**src/hdl/tcg_pkg.sv**
```systemverilog
// Shared types, character codes and reply texts of the text command GPIO controller.
`timescale 1ns / 1ps

package tcg_pkg;

  localparam int LINE_MAX_DEF   = 20;
  localparam int PORT_WIDTH_DEF = 16;
  localparam int KEEP_CHARS     = 9;
  localparam int QUEUE_DEPTH    = 4;
  localparam int QUEUE_PTR_W    = $clog2(QUEUE_DEPTH);
  localparam int QUEUE_CNT_W    = $clog2(QUEUE_DEPTH + 1);
  localparam int MSG_IDX_W      = 5;
  localparam int DATA_W         = 16;
  localparam int OUT_TDATA_W    = 72;
  localparam int IN_TDATA_W     = 40;

  localparam logic [7:0] CH_NUL   = 8'h00;
  localparam logic [7:0] CH_NL    = 8'h0A;
  localparam logic [7:0] CH_COMMA = 8'h2C;
  localparam logic [7:0] CH_ZERO  = 8'h30;
  localparam logic [7:0] CH_ONE   = 8'h31;
  localparam logic [7:0] CH_NINE  = 8'h39;
  localparam logic [7:0] CH_UA    = 8'h41;
  localparam logic [7:0] CH_UB    = 8'h42;
  localparam logic [7:0] CH_UC    = 8'h43;
  localparam logic [7:0] CH_UD    = 8'h44;
  localparam logic [7:0] CH_UF    = 8'h46;
  localparam logic [7:0] CH_UI    = 8'h49;
  localparam logic [7:0] CH_UO    = 8'h4F;
  localparam logic [7:0] CH_UP    = 8'h50;
  localparam logic [7:0] CH_LA    = 8'h61;
  localparam logic [7:0] CH_LZ    = 8'h7A;

  localparam int LEN_UNKNOWN = 24;
  localparam int LEN_PORT    = 20;
  localparam int LEN_ERROR   = 6;
  localparam int LEN_OK      = 3;
  localparam int LEN_PI      = 5;

  localparam logic [8*LEN_UNKNOWN-1:0] TXT_UNKNOWN = "Instruccion Desconocida\n";
  localparam logic [8*LEN_PORT-1:0]    TXT_PORT    = "Puerto no soportado\n";
  localparam logic [8*LEN_ERROR-1:0]   TXT_ERROR   = "Error\n";
  localparam logic [8*LEN_OK-1:0]      TXT_OK      = "OK\n";
  localparam logic [8*LEN_PI-1:0]      TXT_PI0     = "PI,0\n";
  localparam logic [8*LEN_PI-1:0]      TXT_PI1     = "PI,1\n";

  typedef enum logic [2:0] {
    MSG_UNKNOWN,
    MSG_PORT,
    MSG_ERROR,
    MSG_OK,
    MSG_PI0,
    MSG_PI1
  } msg_e;

  // One reply job: the text to send and the port registers it reports.
  typedef struct packed {
    msg_e              msg;
    logic [DATA_W-1:0] dir_b;
    logic [DATA_W-1:0] dir_c;
    logic [DATA_W-1:0] out_b;
    logic [DATA_W-1:0] out_c;
  } cmd_t;

  function automatic logic [7:0] upper(input logic [7:0] c);
    logic [7:0] r;
    r = c;
    if (c >= CH_LA && c <= CH_LZ) begin
      r = c - 8'd32;
    end
    return r;
  endfunction

  // Hex digit value, 16 for anything that is not a hex digit.
  function automatic logic [4:0] hex_value(input logic [7:0] c);
    logic [7:0] u;
    logic [4:0] r;
    u = upper(c);
    r = 5'd16;
    if (u >= CH_ZERO && u <= CH_NINE) begin
      r = 5'(u - CH_ZERO);
    end else if (u >= CH_UA && u <= CH_UF) begin
      r = 5'(u - CH_UA) + 5'd10;
    end
    return r;
  endfunction

  function automatic logic [MSG_IDX_W-1:0] msg_len(input msg_e m);
    logic [MSG_IDX_W-1:0] n;
    unique case (m)
      MSG_UNKNOWN: n = MSG_IDX_W'(LEN_UNKNOWN);
      MSG_PORT:    n = MSG_IDX_W'(LEN_PORT);
      MSG_ERROR:   n = MSG_IDX_W'(LEN_ERROR);
      MSG_OK:      n = MSG_IDX_W'(LEN_OK);
      MSG_PI0:     n = MSG_IDX_W'(LEN_PI);
      MSG_PI1:     n = MSG_IDX_W'(LEN_PI);
      default:     n = MSG_IDX_W'(LEN_ERROR);
    endcase
    return n;
  endfunction

  // Text literals keep the first character in the top byte.
  function automatic logic [7:0] msg_char(input msg_e m, input logic [MSG_IDX_W-1:0] idx);
    logic [7:0] ch;
    ch = CH_NUL;
    unique case (m)
      MSG_UNKNOWN: ch = TXT_UNKNOWN[8*(LEN_UNKNOWN-1-int'(idx)) +: 8];
      MSG_PORT:    ch = TXT_PORT[8*(LEN_PORT-1-int'(idx)) +: 8];
      MSG_ERROR:   ch = TXT_ERROR[8*(LEN_ERROR-1-int'(idx)) +: 8];
      MSG_OK:      ch = TXT_OK[8*(LEN_OK-1-int'(idx)) +: 8];
      MSG_PI0:     ch = TXT_PI0[8*(LEN_PI-1-int'(idx)) +: 8];
      MSG_PI1:     ch = TXT_PI1[8*(LEN_PI-1-int'(idx)) +: 8];
      default:     ch = CH_NUL;
    endcase
    return ch;
  endfunction

endpackage

```
**src/hdl/tcg_front.sv**
```systemverilog
// Line collector and command decoder; owns the port direction and latch registers.
`timescale 1ns / 1ps

module tcg_front #(
  parameter int LINE_MAX   = tcg_pkg::LINE_MAX_DEF,
  parameter int PORT_WIDTH = tcg_pkg::PORT_WIDTH_DEF
) (
  input  logic                       clk_i,
  input  logic                       rst_ni,
  input  logic                       in_valid_i,
  output logic                       in_ready_o,
  input  logic [7:0]                 rx_byte_i,
  input  logic [tcg_pkg::DATA_W-1:0] pins_b_i,
  input  logic [tcg_pkg::DATA_W-1:0] pins_c_i,
  input  logic                       full_i,
  output logic                       push_o,
  output tcg_pkg::cmd_t              cmd_o
);

  localparam int CW = $clog2(LINE_MAX);
  localparam logic [CW-1:0] COUNT_LAST = CW'(LINE_MAX - 1);

  logic [CW-1:0]         count_q, count_d;
  logic [7:0]            chars_q [tcg_pkg::KEEP_CHARS];
  logic [7:0]            chars_d [tcg_pkg::KEEP_CHARS];
  logic [PORT_WIDTH-1:0] dir_b_q, dir_b_d, dir_c_q, dir_c_d;
  logic [PORT_WIDTH-1:0] lat_b_q, lat_b_d, lat_c_q, lat_c_d;

  logic [7:0]            ch [tcg_pkg::KEEP_CHARS];
  logic [7:0]            c0, kind, port;
  logic [4:0]            pin;
  logic                  is_b, port_ok, pin_ok, val_ok, val_one, pin_lvl;
  logic [PORT_WIDTH-1:0] mask;
  tcg_pkg::msg_e         line_msg;
  logic                  wr_dir, wr_lat;
  logic                  acc;

  always_comb begin
    for (int k = 0; k < tcg_pkg::KEEP_CHARS; k++) begin
      ch[k] = (count_q > CW'(k)) ? chars_q[k] : tcg_pkg::CH_NUL;
    end
    c0      = tcg_pkg::upper(ch[0]);
    kind    = tcg_pkg::upper(ch[1]);
    port    = tcg_pkg::upper(ch[3]);
    pin     = tcg_pkg::hex_value(ch[5]);
    is_b    = (port == tcg_pkg::CH_UB);
    port_ok = is_b || (port == tcg_pkg::CH_UC);
    pin_ok  = (pin < 5'(PORT_WIDTH));
    val_one = (ch[7] == tcg_pkg::CH_ONE);
    val_ok  = val_one || (ch[7] == tcg_pkg::CH_ZERO);
    pin_lvl = is_b ? pins_b_i[pin[3:0]] : pins_c_i[pin[3:0]];
    for (int i = 0; i < PORT_WIDTH; i++) begin
      mask[i] = (pin == 5'(i));
    end

    // Check in order: command letters, format, port, pin, value.
    line_msg = tcg_pkg::MSG_UNKNOWN;
    wr_dir   = 1'b0;
    wr_lat   = 1'b0;
    if (c0 != tcg_pkg::CH_UP) begin
      line_msg = tcg_pkg::MSG_UNKNOWN;
    end else if (kind == tcg_pkg::CH_UD || kind == tcg_pkg::CH_UO) begin
      if (ch[2] != tcg_pkg::CH_COMMA || ch[4] != tcg_pkg::CH_COMMA ||
          ch[6] != tcg_pkg::CH_COMMA || ch[8] != tcg_pkg::CH_NUL) begin
        line_msg = tcg_pkg::MSG_ERROR;
      end else if (!port_ok) begin
        line_msg = tcg_pkg::MSG_PORT;
      end else if (!pin_ok || !val_ok) begin
        line_msg = tcg_pkg::MSG_ERROR;
      end else begin
        line_msg = tcg_pkg::MSG_OK;
        wr_dir   = (kind == tcg_pkg::CH_UD);
        wr_lat   = (kind == tcg_pkg::CH_UO);
      end
    end else if (kind == tcg_pkg::CH_UI) begin
      if (ch[2] != tcg_pkg::CH_COMMA || ch[4] != tcg_pkg::CH_COMMA ||
          ch[6] != tcg_pkg::CH_NUL) begin
        line_msg = tcg_pkg::MSG_ERROR;
      end else if (!port_ok) begin
        line_msg = tcg_pkg::MSG_PORT;
      end else if (!pin_ok) begin
        line_msg = tcg_pkg::MSG_ERROR;
      end else begin
        line_msg = pin_lvl ? tcg_pkg::MSG_PI1 : tcg_pkg::MSG_PI0;
      end
    end
  end

  assign acc        = in_valid_i && !full_i;
  assign in_ready_o = !full_i;

  always_comb begin
    count_d = count_q;
    chars_d = chars_q;
    dir_b_d = dir_b_q;
    dir_c_d = dir_c_q;
    lat_b_d = lat_b_q;
    lat_c_d = lat_c_q;
    push_o  = 1'b0;
    cmd_o.msg = tcg_pkg::MSG_ERROR;
    if (acc && rx_byte_i != tcg_pkg::CH_NUL) begin
      if (rx_byte_i == tcg_pkg::CH_NL) begin
        push_o    = 1'b1;
        cmd_o.msg = line_msg;
        count_d   = '0;
        if (wr_dir && is_b) begin
          dir_b_d = val_one ? (dir_b_q | mask) : (dir_b_q & ~mask);
        end
        if (wr_dir && !is_b) begin
          dir_c_d = val_one ? (dir_c_q | mask) : (dir_c_q & ~mask);
        end
        if (wr_lat && is_b) begin
          lat_b_d = val_one ? (lat_b_q | mask) : (lat_b_q & ~mask);
        end
        if (wr_lat && !is_b) begin
          lat_c_d = val_one ? (lat_c_q | mask) : (lat_c_q & ~mask);
        end
      end else if (count_q < COUNT_LAST) begin
        for (int k = 0; k < tcg_pkg::KEEP_CHARS; k++) begin
          if (count_q == CW'(k)) begin
            chars_d[k] = rx_byte_i;
          end
        end
        count_d = count_q + CW'(1);
      end else begin
        // Drop the overflowing character and restart the line.
        push_o    = 1'b1;
        cmd_o.msg = tcg_pkg::MSG_ERROR;
        count_d   = '0;
      end
    end
    cmd_o.dir_b = tcg_pkg::DATA_W'(dir_b_d);
    cmd_o.dir_c = tcg_pkg::DATA_W'(dir_c_d);
    cmd_o.out_b = tcg_pkg::DATA_W'(lat_b_d);
    cmd_o.out_c = tcg_pkg::DATA_W'(lat_c_d);
  end

  always_ff @(posedge clk_i or negedge rst_ni) begin
    if (!rst_ni) begin
      count_q <= '0;
      dir_b_q <= '1;
      dir_c_q <= '1;
      lat_b_q <= '0;
      lat_c_q <= '0;
    end else begin
      count_q <= count_d;
      dir_b_q <= dir_b_d;
      dir_c_q <= dir_c_d;
      lat_b_q <= lat_b_d;
      lat_c_q <= lat_c_d;
    end
  end

  always_ff @(posedge clk_i) begin
    chars_q <= chars_d;
  end

endmodule

```
**src/hdl/tcg_queue.sv**
```systemverilog
// Short queue of reply jobs between the decoder and the reply sequencer.
`timescale 1ns / 1ps

module tcg_queue (
  input  logic          clk_i,
  input  logic          rst_ni,
  input  logic          push_i,
  input  tcg_pkg::cmd_t cmd_i,
  input  logic          pop_i,
  output tcg_pkg::cmd_t head_o,
  output logic          full_o,
  output logic          empty_o
);

  tcg_pkg::cmd_t                   mem_q [tcg_pkg::QUEUE_DEPTH];
  logic [tcg_pkg::QUEUE_PTR_W-1:0] wr_ptr_q, rd_ptr_q;
  logic [tcg_pkg::QUEUE_CNT_W-1:0] cnt_q, cnt_d;
  logic                            do_push, do_pop;

  assign full_o  = (cnt_q == tcg_pkg::QUEUE_CNT_W'(tcg_pkg::QUEUE_DEPTH));
  assign empty_o = (cnt_q == '0);
  assign head_o  = mem_q[rd_ptr_q];
  assign do_push = push_i && !full_o;
  assign do_pop  = pop_i && !empty_o;

  always_comb begin
    cnt_d = cnt_q;
    if (do_push && !do_pop) begin
      cnt_d = cnt_q + tcg_pkg::QUEUE_CNT_W'(1);
    end else if (do_pop && !do_push) begin
      cnt_d = cnt_q - tcg_pkg::QUEUE_CNT_W'(1);
    end
  end

  // Pointers wrap on their own since the depth is a power of two.
  always_ff @(posedge clk_i or negedge rst_ni) begin
    if (!rst_ni) begin
      wr_ptr_q <= '0;
      rd_ptr_q <= '0;
      cnt_q    <= '0;
    end else begin
      cnt_q <= cnt_d;
      if (do_push) begin
        wr_ptr_q <= wr_ptr_q + tcg_pkg::QUEUE_PTR_W'(1);
      end
      if (do_pop) begin
        rd_ptr_q <= rd_ptr_q + tcg_pkg::QUEUE_PTR_W'(1);
      end
    end
  end

  always_ff @(posedge clk_i) begin
    if (do_push) begin
      mem_q[wr_ptr_q] <= cmd_i;
    end
  end

  a_cnt_bound: assert property (@(posedge clk_i) disable iff (!rst_ni)
    cnt_q <= tcg_pkg::QUEUE_CNT_W'(tcg_pkg::QUEUE_DEPTH))
    else $error("queue count above depth");

  a_cnt_step: assert property (@(posedge clk_i) disable iff (!rst_ni)
    (do_push && !do_pop) |=> (cnt_q == $past(cnt_q) + tcg_pkg::QUEUE_CNT_W'(1)))
    else $error("queue count did not advance on push");

endmodule

```
**src/hdl/tcg_back.sv**
```systemverilog
// Reply sequencer: spells out each queued reply one character per item.
`timescale 1ns / 1ps

module tcg_back (
  input  logic                               clk_i,
  input  logic                               rst_ni,
  input  tcg_pkg::cmd_t                      head_i,
  input  logic                               empty_i,
  output logic                               pop_o,
  output logic                               out_valid_o,
  input  logic                               out_ready_i,
  output logic [tcg_pkg::OUT_TDATA_W-1:0]    out_data_o,
  output logic                               out_last_o
);

  logic                                busy_q, busy_d;
  logic [tcg_pkg::MSG_IDX_W-1:0]       idx_q, idx_d;
  tcg_pkg::cmd_t                       cur_q, cur_d;
  logic                                out_valid_q, out_valid_d;
  logic [tcg_pkg::OUT_TDATA_W-1:0]     out_data_q, out_data_d;
  logic                                out_last_q, out_last_d;
  logic                                slot;
  logic                                is_last;
  logic [7:0]                          cur_char;

  assign slot     = !out_valid_q || out_ready_i;
  assign pop_o    = !busy_q && !empty_i;
  assign cur_char = tcg_pkg::msg_char(cur_q.msg, idx_q);
  assign is_last  = (idx_q == tcg_pkg::msg_len(cur_q.msg) - tcg_pkg::MSG_IDX_W'(1));

  always_comb begin
    busy_d      = busy_q;
    idx_d       = idx_q;
    cur_d       = cur_q;
    out_valid_d = out_valid_q;
    out_data_d  = out_data_q;
    out_last_d  = out_last_q;
    if (pop_o) begin
      cur_d  = head_i;
      busy_d = 1'b1;
      idx_d  = '0;
    end
    if (slot) begin
      out_valid_d = busy_q;
      if (busy_q) begin
        out_data_d = {cur_q.out_c, cur_q.out_b, cur_q.dir_c, cur_q.dir_b, cur_char};
        out_last_d = is_last;
        if (is_last) begin
          busy_d = 1'b0;
        end else begin
          idx_d = idx_q + tcg_pkg::MSG_IDX_W'(1);
        end
      end
    end
  end

  always_ff @(posedge clk_i or negedge rst_ni) begin
    if (!rst_ni) begin
      busy_q      <= 1'b0;
      out_valid_q <= 1'b0;
    end else begin
      busy_q      <= busy_d;
      out_valid_q <= out_valid_d;
    end
  end

  always_ff @(posedge clk_i) begin
    idx_q      <= idx_d;
    cur_q      <= cur_d;
    out_data_q <= out_data_d;
    out_last_q <= out_last_d;
  end

  assign out_valid_o = out_valid_q;
  assign out_data_o  = out_data_q;
  assign out_last_o  = out_last_q;

  a_idx_in_text: assert property (@(posedge clk_i) disable iff (!rst_ni)
    busy_q |-> (idx_q < tcg_pkg::msg_len(cur_q.msg)))
    else $error("character index past end of reply");

  a_mid_reply_valid: assert property (@(posedge clk_i) disable iff (!rst_ni)
    (busy_q && idx_q != '0) |-> out_valid_q)
    else $error("output register empty in the middle of a reply");

  a_last_is_newline: assert property (@(posedge clk_i) disable iff (!rst_ni)
    (out_valid_q && out_last_q) |-> (out_data_q[7:0] == tcg_pkg::CH_NL))
    else $error("reply does not end in a newline");

endmodule

```
**src/hdl/text_command_gpio_controller_top.sv**
```systemverilog
// Top level of the text command GPIO controller.
`timescale 1ns / 1ps
//
// Received characters enter on the s_axis channel, one item per character;
// zero bytes are dropped, a newline ends the command line. Each line (and
// each character that overflows the line) yields a text reply on m_axis,
// one character per item, tlast on its final newline. Every reply item
// also carries the direction and output latch bits as they stand after
// the command that caused it.
// The input takes one item per cycle as long as the four-entry reply queue
// has room; a newline is decoded and the port registers updated in the
// cycle it is accepted. Replies go via the queue and the job register to
// the output register, one character per cycle while the receiver is ready,
// idle while the sequencer loads the next job; each is 3 to 24 items long.
// When the receiver stalls, the output register holds its item, replies
// pile up in the queue and s_axis_tready falls once the queue is full.
// Reset empties the line, the queue and the output, sets all direction
// bits (inputs) and clears the output latches.

module text_command_gpio_controller_top #(
  parameter int LINE_MAX   = tcg_pkg::LINE_MAX_DEF,
  parameter int PORT_WIDTH = tcg_pkg::PORT_WIDTH_DEF
) (
  input  logic                            clk_i,
  input  logic                            rst_ni,
  input  logic                            s_axis_tvalid,
  output logic                            s_axis_tready,
  // rx_byte[7:0], pins_b[23:8], pins_c[39:24]
  input  logic [tcg_pkg::IN_TDATA_W-1:0]  s_axis_tdata,
  output logic                            m_axis_tvalid,
  input  logic                            m_axis_tready,
  // tx_byte[7:0], dir_b[23:8], dir_c[39:24], out_b[55:40], out_c[71:56]
  output logic [tcg_pkg::OUT_TDATA_W-1:0] m_axis_tdata,
  output logic                            m_axis_tlast
);

  tcg_pkg::cmd_t push_cmd, head_cmd;
  logic          push, pop, full, empty;

  tcg_front #(
    .LINE_MAX  (LINE_MAX),
    .PORT_WIDTH(PORT_WIDTH)
  ) u_front (
    .clk_i     (clk_i),
    .rst_ni    (rst_ni),
    .in_valid_i(s_axis_tvalid),
    .in_ready_o(s_axis_tready),
    .rx_byte_i (s_axis_tdata[7:0]),
    .pins_b_i  (s_axis_tdata[23:8]),
    .pins_c_i  (s_axis_tdata[39:24]),
    .full_i    (full),
    .push_o    (push),
    .cmd_o     (push_cmd)
  );

  tcg_queue u_queue (
    .clk_i  (clk_i),
    .rst_ni (rst_ni),
    .push_i (push),
    .cmd_i  (push_cmd),
    .pop_i  (pop),
    .head_o (head_cmd),
    .full_o (full),
    .empty_o(empty)
  );

  tcg_back u_back (
    .clk_i      (clk_i),
    .rst_ni     (rst_ni),
    .head_i     (head_cmd),
    .empty_i    (empty),
    .pop_o      (pop),
    .out_valid_o(m_axis_tvalid),
    .out_ready_i(m_axis_tready),
    .out_data_o (m_axis_tdata),
    .out_last_o (m_axis_tlast)
  );

endmodule

```
**config.mk**
```make
export PLATFORM = sky130hd
export DESIGN_NAME = text_command_gpio_controller_top
export DESIGN_NICKNAME = d
export VERILOG_FILES = /design/src/hdl/tcg_pkg.sv /design/src/hdl/tcg_front.sv /design/src/hdl/tcg_queue.sv /design/src/hdl/tcg_back.sv /design/src/hdl/text_command_gpio_controller_top.sv
export SDC_FILE = /design/constraint.sdc
export NUM_CORES = 1
export LEC_CHECK = 0
export ABC_AREA = 1
export BUFFER_PORTS_ARGS = -buffer_cell sky130_fd_sc_hd__buf_2
export CAP_MARGIN = 20
export CORE_AREA = 2 2 207 209
export CTS_CLUSTER_SIZE = 25
export DETAILED_ROUTE_END_ITERATION = 16
export DIE_AREA = 0 0 209 211
export PLACE_DENSITY_LB_ADDON = 0.2
export SLEW_MARGIN = 20
export SYNTH_ARGS = -nofsm -noshare
export SYNTH_HDL_FRONTEND = slang
export SYNTH_SLANG_ARGS = --single-unit
```
**constraint.sdc**
```tcl
create_clock -name clk_i -period 8.7 [get_ports clk_i]
set_clock_uncertainty 0.05 [all_clocks]
set_input_delay 2.175 -clock clk_i [delete_from_list [all_inputs] [get_ports clk_i]]
set_output_delay 2.175 -clock clk_i [all_outputs]
set_load 0.03 [all_outputs]
```
==> impl_metrics.json <==
{
  "status": "finished, final reports clean",
  "whs_path_depth": 0,
  "maxCapViolCount": 0,
  "ir_drop_mv": 0.192,
  "r2r_cells": 22,
  "cts_sinks": 562,
  "end_kind": "register",
  "antenna_found_initial": 0,
  "synth.avg_cell_area_um2": 12.2,
  "ys_warn_count": 0,
  "synthDistinctLibCells": 55,
  "postPlaceCellArea_um2": 24100,
  "layout-drive-gt1-share_pct": 13.9,
  "postLayoutCoreUtil_pct": 61.7,
  "synthCells": 1878,
  "worstHoldEndpoint": "u_back.out_data_o[26]",
  "syn_to_final_growth_pct": 12.7,
  "synth_seq_cells": 562,
  "dp_hpwl_mm": 29.9,
  "critPathLaunchType": "register",
  "fin_setup_tns_ns": 0,
  "power_frac_comb_pct": 27.5,
  "clkTransAtPathRegs_ns": 0.06,
  "cts_buffers": 53,
  "synthesis.area_um2": 22900,
  "tightest_slew_ns": 1.06,
  "startpoint": "u_front.count_q[1]",
  "final_antenna_net_count": 0,
  "grt_use_total_pct": 22.3,
  "io_buffers": 117,
  "powerDensity_nw_per_um2": 316,
  "vias": 14500,
  "synthFlopType": "edfxtp_1",
  "routed_via_density": 5.62,
  "insertion_delay_ns": 0.59,
  "swShare_pct": 34.4,
  "yosysTopAreaCell": "edfxtp_1",
  "crit_path_max_fanout": 21,
  "yosysMostFrequentCell": "edfxtp_1",
  "final-setup-viol-count": 0,
  "met1_length_mm": 21.7,
  "drc_errors": 0,
  "fmax_mhz": 178,
  "num_antenna_cells": 0,
  "gp_congestion": 0.917,
  "cts_setup_buffers": 0,
  "wl_per_cell_um": 18.9,
  "max_slew_margin_pct": 29.0,
  "grt_setup_unrepaired": "false",
  "clockPowerShare_pct": 27.8,
  "met3_length_mm": 2.71,
  "r2r_end": "u_queue.mem_q[1][24]",
  "crit_required_ns": 8.94,
  "grt_pass1_wl_mm": 76.2,
  "hold_ws_ns": 0.367,
  "drt_first_pass_iters": 5,
  "grt.overflow.total": 0,
  "start_util_pct": 54.8,
  "wirelength_mm": 48.8,
  "synth-edff-count": 479,
  "p_total_w": 0.00815,
  "fin_nets": 2077,
  "yosys-top-cells-area": "edfxtp_1, dfrtp_1, o21ai_0, nand2_1, nor2_1",
  "final.period_utilization_pct": 64.5,
  "rows": 75,
  "hold_class": "reg2reg",
  "die_area_um2": 44100,
  "hold_viol_final": 0,
  "syn_nets": 1952,
  "io_pins": 119,
  "r2r_slack_ns": 3.09,
  "criticalPathCategory": "reg2reg",
  "drt_iter0_markers": 1156,
  "nFillCells": 3203,
  "die_w_um": 209,
  "cp_data_arrival_time_ns": 5.85,
  "netlist_top_cells_count": "edfxtp_1, nand2_1, nor2_1, o21ai_0, inv_1",
  "drv_slew": 0,
  "p_leak_nw": 9.60,
  "dr_wl_met2_mm": 23.5,
  "fin_area_um2": 25800,
  "hold_start": "u_back.cur_q[34]",
  "yosysTopAreaCellShare_pct": 62.8,
  "core_um2": 41800,
  "ys_seq_area_share_pct": 72.0,
  "p_int_w": 0.00534,
  "ctsHoldBuffers": 0,
  "reg2reg_from": "u_front.count_q[1]",
  "root_buffer": "clkbuf_16",
  "cts_tree": "yes",
  "clock_path_buffers": 3,
  "top_layer": "met4",
  "grt_pass1_vias": 14000,
  "h-tree-depth": 2,
  "net-switching-power_w": 0.00280,
  "period_minus_slack_ns": 5.61,
  "grt_max_degree": 90,
  "seqPwrFrac_pct": 44.7,
  "cts.repair.resized": 0,
  "async_flop_share_pct": 13.9,
  "die_h_um": 211
}
worst max-delay path by stage:
stage / end / cells past startpoint
floorplan: u_queue.mem_q[0][0] / 5
global placement: u_queue.mem_q[0][35] / 7
CTS: u_queue.mem_q[3][57] / 20
finish: u_queue.mem_q[1][24] / 22
detailed placement: u_queue.mem_q[0][39] / 7
global route: u_queue.mem_q[2][58] / 23
cell type report:
type / instances / area [um^2] / area share [%]
sequential: 562 / 16500 / 63.9
multi-input combinational: 1076 / 5530 / 21.5
clock buffer: 78 / 1510 / 5.87
timing repair buffer: 136 / 728 / 2.82
tap: 539 / 674 / 2.62
inverter: 174 / 654 / 2.54
clock inverter: 20 / 204 / 0.791
power groups by stage:
stage                     combinational [W]  clock (W)  sequential (W)
final                               0.00224    0.00226         0.00364
after global routing                0.00248    0.00241         0.00368
after CTS                           0.00225    0.00230         0.00364
after detailed placement            0.00223          0         0.00369
after global placement              0.00219          0         0.00368
after floorplan                     0.00141          0         0.00385
flip-flops by register name, summed over array words and instances (netlist names):
register,flops
u_front.lat_b_q,16
u_front.lat_c_q,16
u_back.cur_q,67
u_front.dir_c_q,16
u_front.count_q,5
u_queue.rd_ptr_q,2
u_back.out_valid_o,1
u_back.idx_q,5
u_front.dir_b_q,16
u_back.out_data_o,71
u_queue.mem_q,268
u_queue.wr_ptr_q,2
u_front.chars_q,72
u_queue.cnt_q,3
u_back.busy_q,1
u_back.out_last_o,1
placed cells by master, fill, tap and decap left out, types with 17 or more instances in the layout:
master,instances
nand4_1,17
a21oi_1,24
o21ai_0,230
o21ai_1,17
o22ai_1,69
nor2_1,239
inv_1,156
clkbuf_1,18
buf_4,19
mux2i_1,18
nor3_1,38
clkbuf_16,55
ha_1,29
dfrtp_1,45
nand3_1,41
edfxtp_1,479
dfstp_2,32
buf_2,116
nand2_1,250
layer usage:
| metal | vias to the layer above | GRT usage, % |
|---|---|---|
| li1 | 6893 | - |
| met4 | 0 | 5.79 |
| met2 | 451 | 36.9 |
| met3 | 72 | 3.70 |
| met1 | 7112 | 31.2 |
| met5 | - | 0 |
worst max-delay path, cell delays in order (launching register included):
cell and delay, ns:
dfrtp_1 0.47, inv_2 0.10, ha_1 0.20, nor2_1 0.10, nand2_1 0.05, nand2_1 0.31
inv_1 0.14, nor2_1 0.21, inv_1 0.13, ha_1 0.23, nand3_1 0.09, nor2_1 0.05
nor2_1 0.12, nand3_1 0.09, nand2_1 0.11, nand3_2 0.15, inv_1 0.12, nand2_1 0.33
nand2_1 0.62, nand3_1 0.48, nor2_1 0.42, nand2_1 0.11, o21ai_0 0.59
cells by family after synthesis:
logic type	share of synthesized area, %
flip-flops	72.0
other	0.0164
multiplexers	0.787
AND/OR/NAND/NOR	12.2
buffers and inverters	4.09
XOR/XNOR	0.497
AO/OA/AOI/OAI	8.72
adder cells (fa/ha/maj)	1.67
per-stage QoR:
| stage | std cells | setup WS, ns |
|---|---|---|
| 3_5_place_dp | 2486 | 2.66 |
| 4_1_cts | 2584 | 3.18 |
| 6_report | 2585 | 3.09 |
| 3_3_place_gp | 2486 | 2.69 |
| 5_1_grt | 2585 | 2.61 |
| 2_1_floorplan | 1878 | 2.11 |
(Power assumes the default switching activity.)
